### config.mk
export PLATFORM = sky130hd
export DESIGN_NAME = selective_repeat_send_window
export DESIGN_NICKNAME = d
export VERILOG_FILES = /design/src/rtl/core/srsw_pkg.sv /design/src/rtl/core/srsw_dp.sv /design/src/rtl/core/srsw_ctrl.sv /design/src/rtl/core/selective_repeat_send_window.sv
export SDC_FILE = /design/constraint.sdc
export NUM_CORES = 1
export LEC_CHECK = 0
export BUFFER_PORTS_ARGS = -buffer_cell sky130_fd_sc_hd__buf_4
export CAP_MARGIN = 20
export CORE_MARGIN = 2
export CORE_UTILIZATION = 40
export DETAILED_ROUTE_END_ITERATION = 6
export SETUP_SLACK_MARGIN = 0.02
export SYNTH_ARGS = -nofsm -noshare
export SYNTH_HDL_FRONTEND = slang
export SYNTH_SLANG_ARGS = --single-unit
### constraint.sdc
create_clock -name clk -period 5.1 [get_ports clk]
set_input_delay 1.53 -clock clk [delete_from_list [all_inputs] [get_ports clk]]
set_output_delay 1.53 -clock clk [all_outputs]
set_load 0.02 [all_outputs]
### src/rtl/core/srsw_pkg.sv
// shared types, codes and constants for the selective-repeat send window
// no dependencies; used by srsw_ctrl, srsw_dp and selective_repeat_send_window
package srsw_pkg;

	// most packets tracked by the ack-mark ring
	localparam int unsigned WINDOW_MAX = 32;
	localparam int unsigned SLOT_W = (WINDOW_MAX > 1) ? $clog2(WINDOW_MAX) : 1;

	localparam logic [5:0]  WINDOW_RESET  = 6'd8;
	localparam logic [15:0] TIMEOUT_RESET = 16'd100;
	localparam logic [15:0] TIMER_SAT     = 16'hffff;

	typedef enum logic [1:0] {
		CMD_SEND = 2'd0,
		CMD_ACK  = 2'd1,
		CMD_TICK = 2'd2,
		CMD_NONE = 2'd3
	} cmd_t;

	typedef enum logic [1:0] {
		ACT_NOTHING = 2'd0,
		ACT_SEND    = 2'd1,
		ACT_RESEND  = 2'd2,
		ACT_UNUSED  = 2'd3
	} action_t;

	typedef enum logic [1:0] {
		ST_OK        = 2'd0,
		ST_FULL      = 2'd1,
		ST_DUP_ACK   = 2'd2,
		ST_BEYOND    = 2'd3
	} status_t;

	typedef enum logic [1:0] {
		CFG_WIN_SIZE      = 2'd0,
		CFG_TIMEOUT_TICKS = 2'd1,
		CFG_RSVD_2        = 2'd2,
		CFG_RSVD_3        = 2'd3
	} cfg_idx_t;

	typedef struct packed {
		logic [1:0]  cmd;
		logic [31:0] ack_number;
	} evt_item_t;

	typedef struct packed {
		logic [1:0]  action;
		logic [31:0] seq_to_send;
		logic [1:0]  status;
		logic [31:0] window_base;
		logic [5:0]  in_flight;
	} res_item_t;

	// controller to datapath
	typedef struct packed {
		logic latch_evt;
		logic exec;
		logic slide;
		logic load_res;
	} dp_cmd_t;

	// datapath to controller
	typedef struct packed {
		logic ack_taken;
		logic slide_more;
	} dp_status_t;

endpackage

### src/rtl/core/srsw_dp.sv
// datapath: window state, ack-mark ring, timer, config registers and result register
// depends on srsw_pkg; driven by srsw_ctrl through srsw_pkg::dp_cmd_t
module srsw_dp (
	input  logic                 clk,
	input  logic                 arst_n,
	input  srsw_pkg::evt_item_t  evt_data,
	input  logic                 cfg_we,
	input  logic [1:0]           cfg_index,
	input  logic [15:0]          cfg_data,
	input  srsw_pkg::dp_cmd_t    cmd,
	output srsw_pkg::dp_status_t status,
	output srsw_pkg::res_item_t  res_data
);

	localparam logic [31:0] WIN_MAX_W = 32'(srsw_pkg::WINDOW_MAX);

	logic [5:0]  win_size_q;
	logic [15:0] timeout_q;
	logic [31:0] base_q;
	logic [31:0] next_q;
	logic [15:0] timer_q;
	logic [srsw_pkg::WINDOW_MAX-1:0] marks_q;

	logic [1:0]  evt_cmd_q;
	logic [31:0] evt_ack_q;
	logic [1:0]  action_q;
	logic [31:0] seq_q;
	logic [1:0]  status_q;
	srsw_pkg::res_item_t res_q;

	logic [31:0] flight;
	logic [31:0] eff_win;
	logic [31:0] ack_dist;
	logic [31:0] ack_prev;
	logic [16:0] timer_inc;
	logic        send_ok;
	logic        ack_dup;
	logic        ack_beyond;
	logic        tick_fire;
	logic        base_marked;

	assign flight    = next_q - base_q;
	assign ack_dist  = evt_ack_q - base_q;
	assign ack_prev  = evt_ack_q - 32'd1;
	assign timer_inc = {1'b0, timer_q} + 17'd1;

	always_comb begin
		if (win_size_q == 6'd0) begin
			eff_win = 32'd1;
		end else if ({26'd0, win_size_q} > WIN_MAX_W) begin
			eff_win = WIN_MAX_W;
		end else begin
			eff_win = {26'd0, win_size_q};
		end
	end

	assign send_ok     = flight < eff_win;
	assign ack_dup     = (ack_dist == 32'd0) || ack_dist[31];
	assign ack_beyond  = ack_dist > flight;
	assign tick_fire   = (flight != 32'd0) && (timer_inc > {1'b0, timeout_q});
	assign base_marked = marks_q[base_q[srsw_pkg::SLOT_W-1:0]];

	assign status.ack_taken  = (srsw_pkg::cmd_t'(evt_cmd_q) == srsw_pkg::CMD_ACK)
		&& !ack_dup && !ack_beyond;
	assign status.slide_more = (next_q != base_q) && base_marked;

	// config registers
	always_ff @(posedge clk or negedge arst_n) begin
		if (!arst_n) begin
			win_size_q <= srsw_pkg::WINDOW_RESET;
			timeout_q  <= srsw_pkg::TIMEOUT_RESET;
		end else if (cfg_we) begin
			case (srsw_pkg::cfg_idx_t'(cfg_index))
				srsw_pkg::CFG_WIN_SIZE:      win_size_q <= cfg_data[5:0];
				srsw_pkg::CFG_TIMEOUT_TICKS: timeout_q  <= cfg_data;
				default: ;
			endcase
		end
	end

	// event capture
	always_ff @(posedge clk) begin
		if (cmd.latch_evt) begin
			evt_cmd_q <= evt_data.cmd;
			evt_ack_q <= evt_data.ack_number;
		end
	end

	// window state
	always_ff @(posedge clk or negedge arst_n) begin
		if (!arst_n) begin
			base_q  <= '0;
			next_q  <= '0;
			timer_q <= '0;
			marks_q <= '0;
		end else if (cmd.exec) begin
			case (srsw_pkg::cmd_t'(evt_cmd_q))
				srsw_pkg::CMD_SEND: begin
					if (send_ok) begin
						if (flight == 32'd0) begin
							timer_q <= '0;
						end
						marks_q[next_q[srsw_pkg::SLOT_W-1:0]] <= 1'b0;
						next_q <= next_q + 32'd1;
					end
				end
				srsw_pkg::CMD_ACK: begin
					if (!ack_dup && !ack_beyond) begin
						timer_q <= '0;
						marks_q[ack_prev[srsw_pkg::SLOT_W-1:0]] <= 1'b1;
					end
				end
				srsw_pkg::CMD_TICK: begin
					if (tick_fire) begin
						timer_q <= '0;
					end else if (timer_inc[16]) begin
						timer_q <= srsw_pkg::TIMER_SAT;
					end else begin
						timer_q <= timer_inc[15:0];
					end
				end
				default: ;
			endcase
		end else if (cmd.slide && status.slide_more) begin
			marks_q[base_q[srsw_pkg::SLOT_W-1:0]] <= 1'b0;
			base_q <= base_q + 32'd1;
		end
	end

	// per-event result fields
	always_ff @(posedge clk) begin
		if (cmd.exec) begin
			action_q <= srsw_pkg::ACT_NOTHING;
			seq_q    <= '0;
			status_q <= srsw_pkg::ST_OK;
			case (srsw_pkg::cmd_t'(evt_cmd_q))
				srsw_pkg::CMD_SEND: begin
					if (send_ok) begin
						action_q <= srsw_pkg::ACT_SEND;
						seq_q    <= next_q;
					end else begin
						status_q <= srsw_pkg::ST_FULL;
					end
				end
				srsw_pkg::CMD_ACK: begin
					if (ack_dup) begin
						status_q <= srsw_pkg::ST_DUP_ACK;
					end else if (ack_beyond) begin
						status_q <= srsw_pkg::ST_BEYOND;
					end
				end
				srsw_pkg::CMD_TICK: begin
					if (tick_fire) begin
						action_q <= srsw_pkg::ACT_RESEND;
						seq_q    <= base_q;
					end
				end
				default: ;
			endcase
		end
	end

	// output register
	always_ff @(posedge clk) begin
		if (cmd.load_res) begin
			res_q.action      <= action_q;
			res_q.seq_to_send <= seq_q;
			res_q.status      <= status_q;
			res_q.window_base <= base_q;
			res_q.in_flight   <= flight[5:0];
		end
	end

	assign res_data = res_q;

endmodule

### src/rtl/core/srsw_ctrl.sv
// controller: event sequencing state machine and result valid flag
// depends on srsw_pkg; steers srsw_dp through dp_cmd_t, reads dp_status_t
module srsw_ctrl (
	input  logic                 clk,
	input  logic                 arst_n,
	input  logic                 evt_valid,
	output logic                 evt_ready,
	output logic                 res_valid,
	input  logic                 res_ready,
	input  srsw_pkg::dp_status_t status,
	output srsw_pkg::dp_cmd_t    cmd
);

	typedef enum logic [3:0] {
		S_IDLE  = 4'b0001,
		S_EXEC  = 4'b0010,
		S_SLIDE = 4'b0100,
		S_DONE  = 4'b1000
	} state_t;

	state_t state_q, state_d;
	logic   res_valid_q;
	logic   res_free;

	assign res_free  = !res_valid_q || res_ready;
	assign evt_ready = (state_q == S_IDLE);
	assign res_valid = res_valid_q;

	always_comb begin
		state_d       = state_q;
		cmd.latch_evt = 1'b0;
		cmd.exec      = 1'b0;
		cmd.slide     = 1'b0;
		cmd.load_res  = 1'b0;
		case (state_q)
			S_IDLE: begin
				if (evt_valid) begin
					cmd.latch_evt = 1'b1;
					state_d       = S_EXEC;
				end
			end
			S_EXEC: begin
				cmd.exec = 1'b1;
				state_d  = status.ack_taken ? S_SLIDE : S_DONE;
			end
			S_SLIDE: begin
				cmd.slide = 1'b1;
				if (!status.slide_more) begin
					state_d = S_DONE;
				end
			end
			S_DONE: begin
				if (res_free) begin
					cmd.load_res = 1'b1;
					state_d      = S_IDLE;
				end
			end
			default: state_d = S_IDLE;
		endcase
	end

	always_ff @(posedge clk or negedge arst_n) begin
		if (!arst_n) begin
			state_q     <= S_IDLE;
			res_valid_q <= 1'b0;
		end else begin
			state_q <= state_d;
			if (cmd.load_res) begin
				res_valid_q <= 1'b1;
			end else if (res_ready) begin
				res_valid_q <= 1'b0;
			end
		end
	end

endmodule

### src/rtl/core/selective_repeat_send_window.sv
// top level of the selective-repeat send window tracker
// depends on srsw_pkg, srsw_ctrl and srsw_dp
//
// sender-side window tracker for a selective-repeat link. each event transfer on
// evt_* is a send request, an arriving acknowledgement number (sequence plus one)
// or one timer tick, and yields exactly one result transfer on res_*: the action
// (nothing, send new, resend base), the sequence involved, a status (ok, window
// full, duplicate ack, ack beyond what was sent) and the window base and packets
// in flight after the event. events are handled one at a time. a send, tick or
// rejected ack is applied and its result handed to the output register; an
// accepted ack also slides the base past each acked entry, at most WINDOW_MAX
// of them, the slide clearing one ack mark per cycle. the result sits in an
// output register, so a new event is taken while the last result is still
// waiting on res_ready. config writes (index 0 window size, index 1 timeout
// ticks) are taken every cycle and belong between events only; a window size
// of 0 acts as 1 and one above WINDOW_MAX acts as WINDOW_MAX.
module selective_repeat_send_window (
	input  logic                clk,
	input  logic                arst_n,
	// event channel
	input  logic                evt_valid,
	output logic                evt_ready,
	input  srsw_pkg::evt_item_t evt_data,
	// result channel
	output logic                res_valid,
	input  logic                res_ready,
	output srsw_pkg::res_item_t res_data,
	// config write channel
	input  logic                cfg_valid,
	output logic                cfg_ready,
	input  logic [1:0]          cfg_index,
	input  logic [15:0]         cfg_data
);

	srsw_pkg::dp_cmd_t    dp_cmd;
	srsw_pkg::dp_status_t dp_status;

	// config registers never stall
	assign cfg_ready = 1'b1;

	// sequencing: idle, apply event, slide base, hand result to output register
	srsw_ctrl u_ctrl (
		.clk       (clk),
		.arst_n    (arst_n),
		.evt_valid (evt_valid),
		.evt_ready (evt_ready),
		.res_valid (res_valid),
		.res_ready (res_ready),
		.status    (dp_status),
		.cmd       (dp_cmd)
	);

	// window state, ack marks, timer and result register
	srsw_dp u_dp (
		.clk       (clk),
		.arst_n    (arst_n),
		.evt_data  (evt_data),
		.cfg_we    (cfg_valid),
		.cfg_index (cfg_index),
		.cfg_data  (cfg_data),
		.cmd       (dp_cmd),
		.status    (dp_status),
		.res_data  (res_data)
	);

endmodule
* After elaboration in Yosys (flattened, before gate mapping)
Cells that the tools add are included.
** Word-level totals
- Register bits after elaboration :: 283
- Word-level logic and storage cells :: 131
** Cells by class
- $add $sub $neg :: 6
- Eq/ne operators :: 17
- Bitwise logic cells :: 6
- Reductions and logical operators :: 30
- Mux-type cells :: 44
- Magnitude comparators :: 10
** Operator list (number)
- $mux 32 :: 6
- $pmux 32 s2 :: 2
- $mux 16 :: 5
- $add 32x1->32 const B :: 2
- $and 32x32->32 :: 2
- $logic_not 32->1 :: 2
- $not 32->32 :: 2
- $sub 32x32->32 :: 2
- $pmux 16 s3 :: 1
- $gt 32x32->1 :: 1
- $lt 32x6->1 :: 1
- $ne 32x32->1 :: 1
- $or 32x32->32 :: 1
- $reduce_bool 32->1 :: 1
- $lt 5x6->1 const B :: 3
- $add 16x1->17 const B :: 1
- $gt 17x16->1 :: 1
- $mux 4 :: 4
- $pmux 4 s4 :: 1
- $demux 1 s5 :: 3
- $ge 5x1->1 const B :: 3
- $mux 1 :: 14
- $mux 6 :: 2
- $logic_and 1x1->1 :: 9
- other kinds (27) :: 43

* Longest topological paths before layout
- Word-level depth :: 9
- Depth in mapped cells :: 26
- Mapped depth without buffers :: 22

* By module
A second synthesis with hierarchy kept.
** Second synthesis, totals
- Cells, all modules :: 1821
- Area total of the unflattened synthesis :: 18311.3 sq um
** By module, submodules not included
- srsw_dp :: seq. area each 7682.4 sq um, area each 18008.5 sq um, times used 1, cells an instance 1793
- srsw_ctrl :: seq. area each 126.4 sq um, area each 291.5 sq um, times used 1, cells an instance 26
- selective_repeat_send_window :: seq. area each 0.0 sq um, area each 11.3 sq um, times used 1, cells an instance 2

* Least setup slack after synthesis
OpenSTA, ideal clock, no wires.
- Path type :: reg-to-reg
- Start :: register u_dp.base_q[1]
- End :: register u_dp.marks_q[22] (netlist name)
- Library setup time :: 128 ps
- Buffers on the path :: 3
- Clock period less this slack :: 5471 ps
- Arrival time :: 5343 ps
- Setup slack :: -371 ps
- Stages on the path, launching flop included :: 23
- Cells stage by stage :: dfrtp_1 -> buf_2 -> inv_1 -> fa_1 -> a21o_1 -> a221oi_2 -> o211ai_1 -> a31o_2 -> xnor2_1 -> inv_1 -> ha_1 -> nand4_1 -> or3_1 -> or4_1 -> a21oi_1 -> o31ai_1 -> a21oi_1 -> o21ai_0 -> and3_1 -> clkbuf_1 -> a31o_2 -> buf_2 -> mux2_1
** Between the ends
- Cells in the longest elaborated chain, start to end :: 8
** Ends and longest elaborated chain
- start: declaration :: RTL line srsw_dp.sv:19 : logic [31:0] base_q;
- start signal: assignment :: RTL line srsw_dp.sv:126 : base_q <= base_q + 32'd1;
- parallel branches: the longest is 8 deep, another holds $sub 32x32->32
- end signal: assignment :: RTL line srsw_dp.sv:95 : marks_q <= '0;
- end signal: indexed assignment :: RTL line srsw_dp.sv:103 : marks_q[next_q[srsw_pkg::SLOT_W-1:0]] <= 1'b0;
- end signal: indexed assignment :: RTL line srsw_dp.sv:125 : marks_q[base_q[srsw_pkg::SLOT_W-1:0]] <= 1'b0;
- end: declaration :: RTL line srsw_dp.sv:22 : logic [srsw_pkg::WINDOW_MAX-1:0] marks_q;
Several ways; the timed one is not identified. The select of a mux whose other input is x is not followed.
A chain may end at the register's enable or synchronous reset.

* Final worst setup path
- Start :: register u_dp.evt_ack_q[0]
- End :: register u_dp.marks_q[5] (netlist name)
** Between the ends
- Cells in the longest elaborated chain, start to end :: 9
** Ends and longest elaborated chain
- start: declaration :: RTL line srsw_dp.sv:25 : logic [31:0] evt_ack_q;
- start signal: assignment :: RTL line srsw_dp.sv:85 : evt_ack_q <= evt_data.ack_number;
- parallel branches: the longest is 9 deep, another holds $sub 32x32->32
- end signal: assignment :: RTL line srsw_dp.sv:95
- end signal: indexed assignment :: RTL line srsw_dp.sv:103
- end signal: indexed assignment :: RTL line srsw_dp.sv:110 : marks_q[ack_prev[srsw_pkg::SLOT_W-1:0]] <= 1'b1;
Several ways; the timed one is not identified. The select of a mux whose other input is x is not followed.

==> metrics.txt <==
Placeable Area 0.0452 mm²; TritonCTS sink count 283; Worst setup startpoint u_dp.evt_ack_q[0]; clock slew at the register clock pins of the worst setup and hold paths 0.05 ns; number of levels in the clock H-tree 2; Slew @ Worst Pin 1.15 ns; final setup skew 0.0305 ns; hold wc startpoint u_dp.seq_q[28]; Horiz. Die Dim 218 µm; drt pass-1 iters 5; Worst Path Max Fanout 8; Port Buf Inserts 132; Max VDD drop 0.000245 V; Synth Area per Inst 10.2 µm²; startpoint of the worst register-to-register path u_dp.evt_ack_q[0]; startpoint type of the worst setup path flop; unrepaired setup endpoints after global routing yes; kind of end point of the critical path flop; post-synthesis register bit count 283; Power Density 366 mW/mm²; leftover overflow at the end of global routing 0; Min-Delay Path Depth 0; overall power 8.71 mW; half-perimeter wire length of the detailed placement result 44500 µm; storage element area 0.00781 mm²; pin count of the biggest net entering global routing 87; R2R cell count 22; library cell occupying the most area in the post-synthesis netlist sky130_fd_sc_hd__edfxtp_1; area of all placed cells without fillers 0.0238 mm²; Arrival @ worst endpoint 5.60 ns; worst-case clock buffer depth 3; count of filler cells inserted in the layout 4129; starting DRC count in detailed routing 1198; achievable frequency 193 MHz; layout cells sized above 1 30.8%; clock latency on the worst-skew pair 0.56 ns; total wirelength of the detailed-routed design 57900 µm; final critical delay including setup and external delays 5.17 ns; worst hold-check path type reg2reg; placed inst area 0.0221 mm²; combined area of the multi-input logic cells 0.0103 mm²; result of the run finished, violations left; final weighted congestion in routability-driven placement 0.928; instance count of the mapped netlist 1784; critical register-to-register path endpoint u_dp.marks_q[5]; Warnings, synthesis 0; post-synthesis async set-or-reset flop share 49.1%; fin nets 2382; initial antenna violation count 1; global-route wire length before repair 89400 µm; post-synthesis instance area 0.0182 mm²; number of global-route vias before repair 15900; vias per cell 5.69; Max-Cap Viols 0; headroom to the max-slew limit 22.7%; Syn Nets 1967; class of the most critical setup path reg2reg; Worst Hold Path EP u_dp.res_data[68]; top-level port count 134; Finish-stage setup viols 16; Place WS -0.441 ns; distinct cell type count of the synthesized netlist 91; top-area cell type share of the netlist area 23.7%; count of antenna-violating nets left after detailed routing 0; std cell rows 78; failing checks negative setup slack; library cell used as clock root buffer sky130_fd_sc_hd__clkbuf_16; final period utilization 101%; Area Growth Syn to Fin 30.5%; Num CTS Buffers 34; via count of the routed design 16100; Hold Vio Cnt, Final 0; most area-consuming cells after synthesis sky130_fd_sc_hd__edfxtp_1 (24%), sky130_fd_sc_hd__dfrtp_1 (18%), sky130_fd_sc_hd__ha_1 (8.5%), sky130_fd_sc_hd__xnor2_1 (4.0%), sky130_fd_sc_hd__a21oi_1 (3.0%); y dimension of the die 218 µm; count of pins over their slew limit 0; part of the Yosys area used for sequential elements 42.8%; number of flops mapped to enable cells by yosys 144; predominant post-synthesis flop cell sky130_fd_sc_hd__edfxtp_1; overall die area 0.0473 mm²; detail-routed net length per standard cell 20.5 µm; hold buffer count at CTS 0; worst reg2reg setup slack -0.07 ns; smallest setup slack after layout -0.0742 ns; number of inserted diodes 0; GRT Overall Usage 24.3%; initial standard-cell utilization of the core 40.4%; Crit path required time 5.52 ns; CTS tree yes; total leakage power 10.3 nW; # DRC 0
[power by group]
part	switching (mW)	internal (mW)
clock network	0.969	1.46
registers	0.0956	2.66
logic	2.01	1.52
total	3.07	5.64
[layout make-up]
class / instances / area share [%]
Clock buffer: 52 / 4.20
Timing Repair Buffer: 454 / 14.7
Clock inverter: 10 / 0.494
Tap cell: 600 / 3.15
Inverter: 81 / 1.29
Sequential cell: 283 / 32.8
Multi-Input combinational cell: 1345 / 43.3
[synth_stat cells, types with 46 or more instances]
cell type	n
sky130_fd_sc_hd__a21oi_1	111
sky130_fd_sc_hd__a22o_1	59
sky130_fd_sc_hd__clkbuf_1	52
sky130_fd_sc_hd__dfrtp_1	134
sky130_fd_sc_hd__edfxtp_1	144
sky130_fd_sc_hd__ha_1	124
sky130_fd_sc_hd__inv_1	80
sky130_fd_sc_hd__mux2_2	49
sky130_fd_sc_hd__nand2_1	120
sky130_fd_sc_hd__nand3_1	62
sky130_fd_sc_hd__nand4_1	46
sky130_fd_sc_hd__nor2_1	85
sky130_fd_sc_hd__nor3_1	46
sky130_fd_sc_hd__o21ai_0	64
sky130_fd_sc_hd__xnor2_1	84
[sequential cells by signal (all words and copies together) (netlist names)]
register,cells
u_ctrl.state_q,4
u_dp.marks_q,32
u_dp.base_q,32
u_dp.timer_q,16
u_dp.status_q,2
u_dp.evt_ack_q,32
u_dp.win_size_q,6
u_dp.evt_cmd_q,2
u_dp.res_data,74
u_dp.timeout_q,16
u_dp.next_q,32
u_dp.action_q,2
u_ctrl.res_valid,1
u_dp.seq_q,32
[critical path, stage by stage (launching register included)]
cell and delay [ns]:
sky130_fd_sc_hd__edfxtp_1 0.42, sky130_fd_sc_hd__inv_2 0.11, sky130_fd_sc_hd__ha_4 0.14, sky130_fd_sc_hd__inv_2 0.04, sky130_fd_sc_hd__fa_2 0.36, sky130_fd_sc_hd__a21o_1 0.20, sky130_fd_sc_hd__a221oi_4 0.35, sky130_fd_sc_hd__o211ai_1 0.20
sky130_fd_sc_hd__a31oi_1 0.25, sky130_fd_sc_hd__xor2_1 0.28, sky130_fd_sc_hd__inv_1 0.13, sky130_fd_sc_hd__ha_4 0.29, sky130_fd_sc_hd__nand4_1 0.09, sky130_fd_sc_hd__or3_4 0.35, sky130_fd_sc_hd__or4_4 0.43, sky130_fd_sc_hd__a21oi_2 0.13
sky130_fd_sc_hd__o31ai_2 0.07, sky130_fd_sc_hd__a21oi_2 0.14, sky130_fd_sc_hd__buf_4 0.14, sky130_fd_sc_hd__o21ai_4 0.05, sky130_fd_sc_hd__and3_4 0.25, sky130_fd_sc_hd__a31o_4 0.33, sky130_fd_sc_hd__mux2_4 0.32
[placed cells by master, fill, tap and decap left out, types with 13 or more instances in the layout]
cell type	instances
sky130_fd_sc_hd__nand4_1	46
sky130_fd_sc_hd__a31o_2	15
sky130_fd_sc_hd__a21o_1	32
sky130_fd_sc_hd__o211ai_1	14
sky130_fd_sc_hd__nand2b_1	13
sky130_fd_sc_hd__a21oi_1	89
sky130_fd_sc_hd__nor3_1	46
sky130_fd_sc_hd__xor2_1	30
sky130_fd_sc_hd__dfrtp_1	133
sky130_fd_sc_hd__a22o_1	59
sky130_fd_sc_hd__nand3_1	62
sky130_fd_sc_hd__clkbuf_16	35
sky130_fd_sc_hd__edfxtp_1	144
sky130_fd_sc_hd__o21ai_0	59
sky130_fd_sc_hd__nor2b_1	16
sky130_fd_sc_hd__a22oi_1	22
sky130_fd_sc_hd__and2_1	23
sky130_fd_sc_hd__xnor2_1	83
sky130_fd_sc_hd__or3_1	13
sky130_fd_sc_hd__ha_1	122
sky130_fd_sc_hd__nand2_1	120
sky130_fd_sc_hd__nor2_1	81
sky130_fd_sc_hd__mux2_2	48
sky130_fd_sc_hd__and3_1	44
sky130_fd_sc_hd__inv_1	75
sky130_fd_sc_hd__buf_4	444
sky130_fd_sc_hd__o21a_1	22
sky130_fd_sc_hd__a21oi_2	22
[per-layer routing]
| layer | wire length [µm] | track usage, % | up-vias |
|---|---|---|---|
| met5 | 26 | 0 | - |
| met1 | 27500 | 35.5 | 7859 |
| met2 | 26000 | 37.8 | 499 |
| li1 | - | - | 7637 |
| met4 | 1070 | 6.16 | 2 |
| met3 | 3250 | 3.21 | 78 |
[worst max path at each step]
| stage | slack [ns] | to | cells after the start |
|---|---|---|---|
| 2_1_floorplan | 0.03 | u_dp.marks_q[22] | 24 |
| 3_3_place_gp | -0.35 | u_dp.marks_q[23] | 22 |
| 3_5_place_dp | -0.44 | u_dp.marks_q[27] | 22 |
| 4_1_cts | -0.1 | u_dp.marks_q[22] | 22 |
| 5_1_grt | -0.25 | u_dp.marks_q[5] | 22 |
| 6_report | -0.07 | u_dp.marks_q[5] | 22 |
[logic make-up after synthesis]
kind of cell,synth area share (%)
AND/OR/NAND/NOR,15.9
AO/OA/AOI/OAI,18.8
flip-flops,42.8
buffers and inverters,3.52
adder cells (fa/ha/maj),8.72
XOR/XNOR,5.47
multiplexers,4.66
other,0.0206
[stage by stage]
step / hold slack, ns / utilization [%] / TNS [ns] / instances
after floorplan: 0.400 / - / 0 / 1784
after global placement: 0.402 / 48.9 / -13.94 / 2745
after detailed placement: 0.405 / 48.9 / -18.39 / 2745
after CTS: 0.414 / 52.1 / -1.92 / 2818
after global routing: 0.422 / 52.7 / -7.50 / 2825
final: 0.417 / 52.7 / -0.556 / 2825
[repair_timing]
| action | CTS | global route |
|---|---|---|
| buffers inserted | 7 | 8 |
| gates resized for setup | 59 | 37 |
| gates cloned | 4 | 0 |
| pin swaps | 15 | 20 |
| setup endpoints to repair | 48 | 66 |
Note: power is estimated with default switching activity, not from simulation.
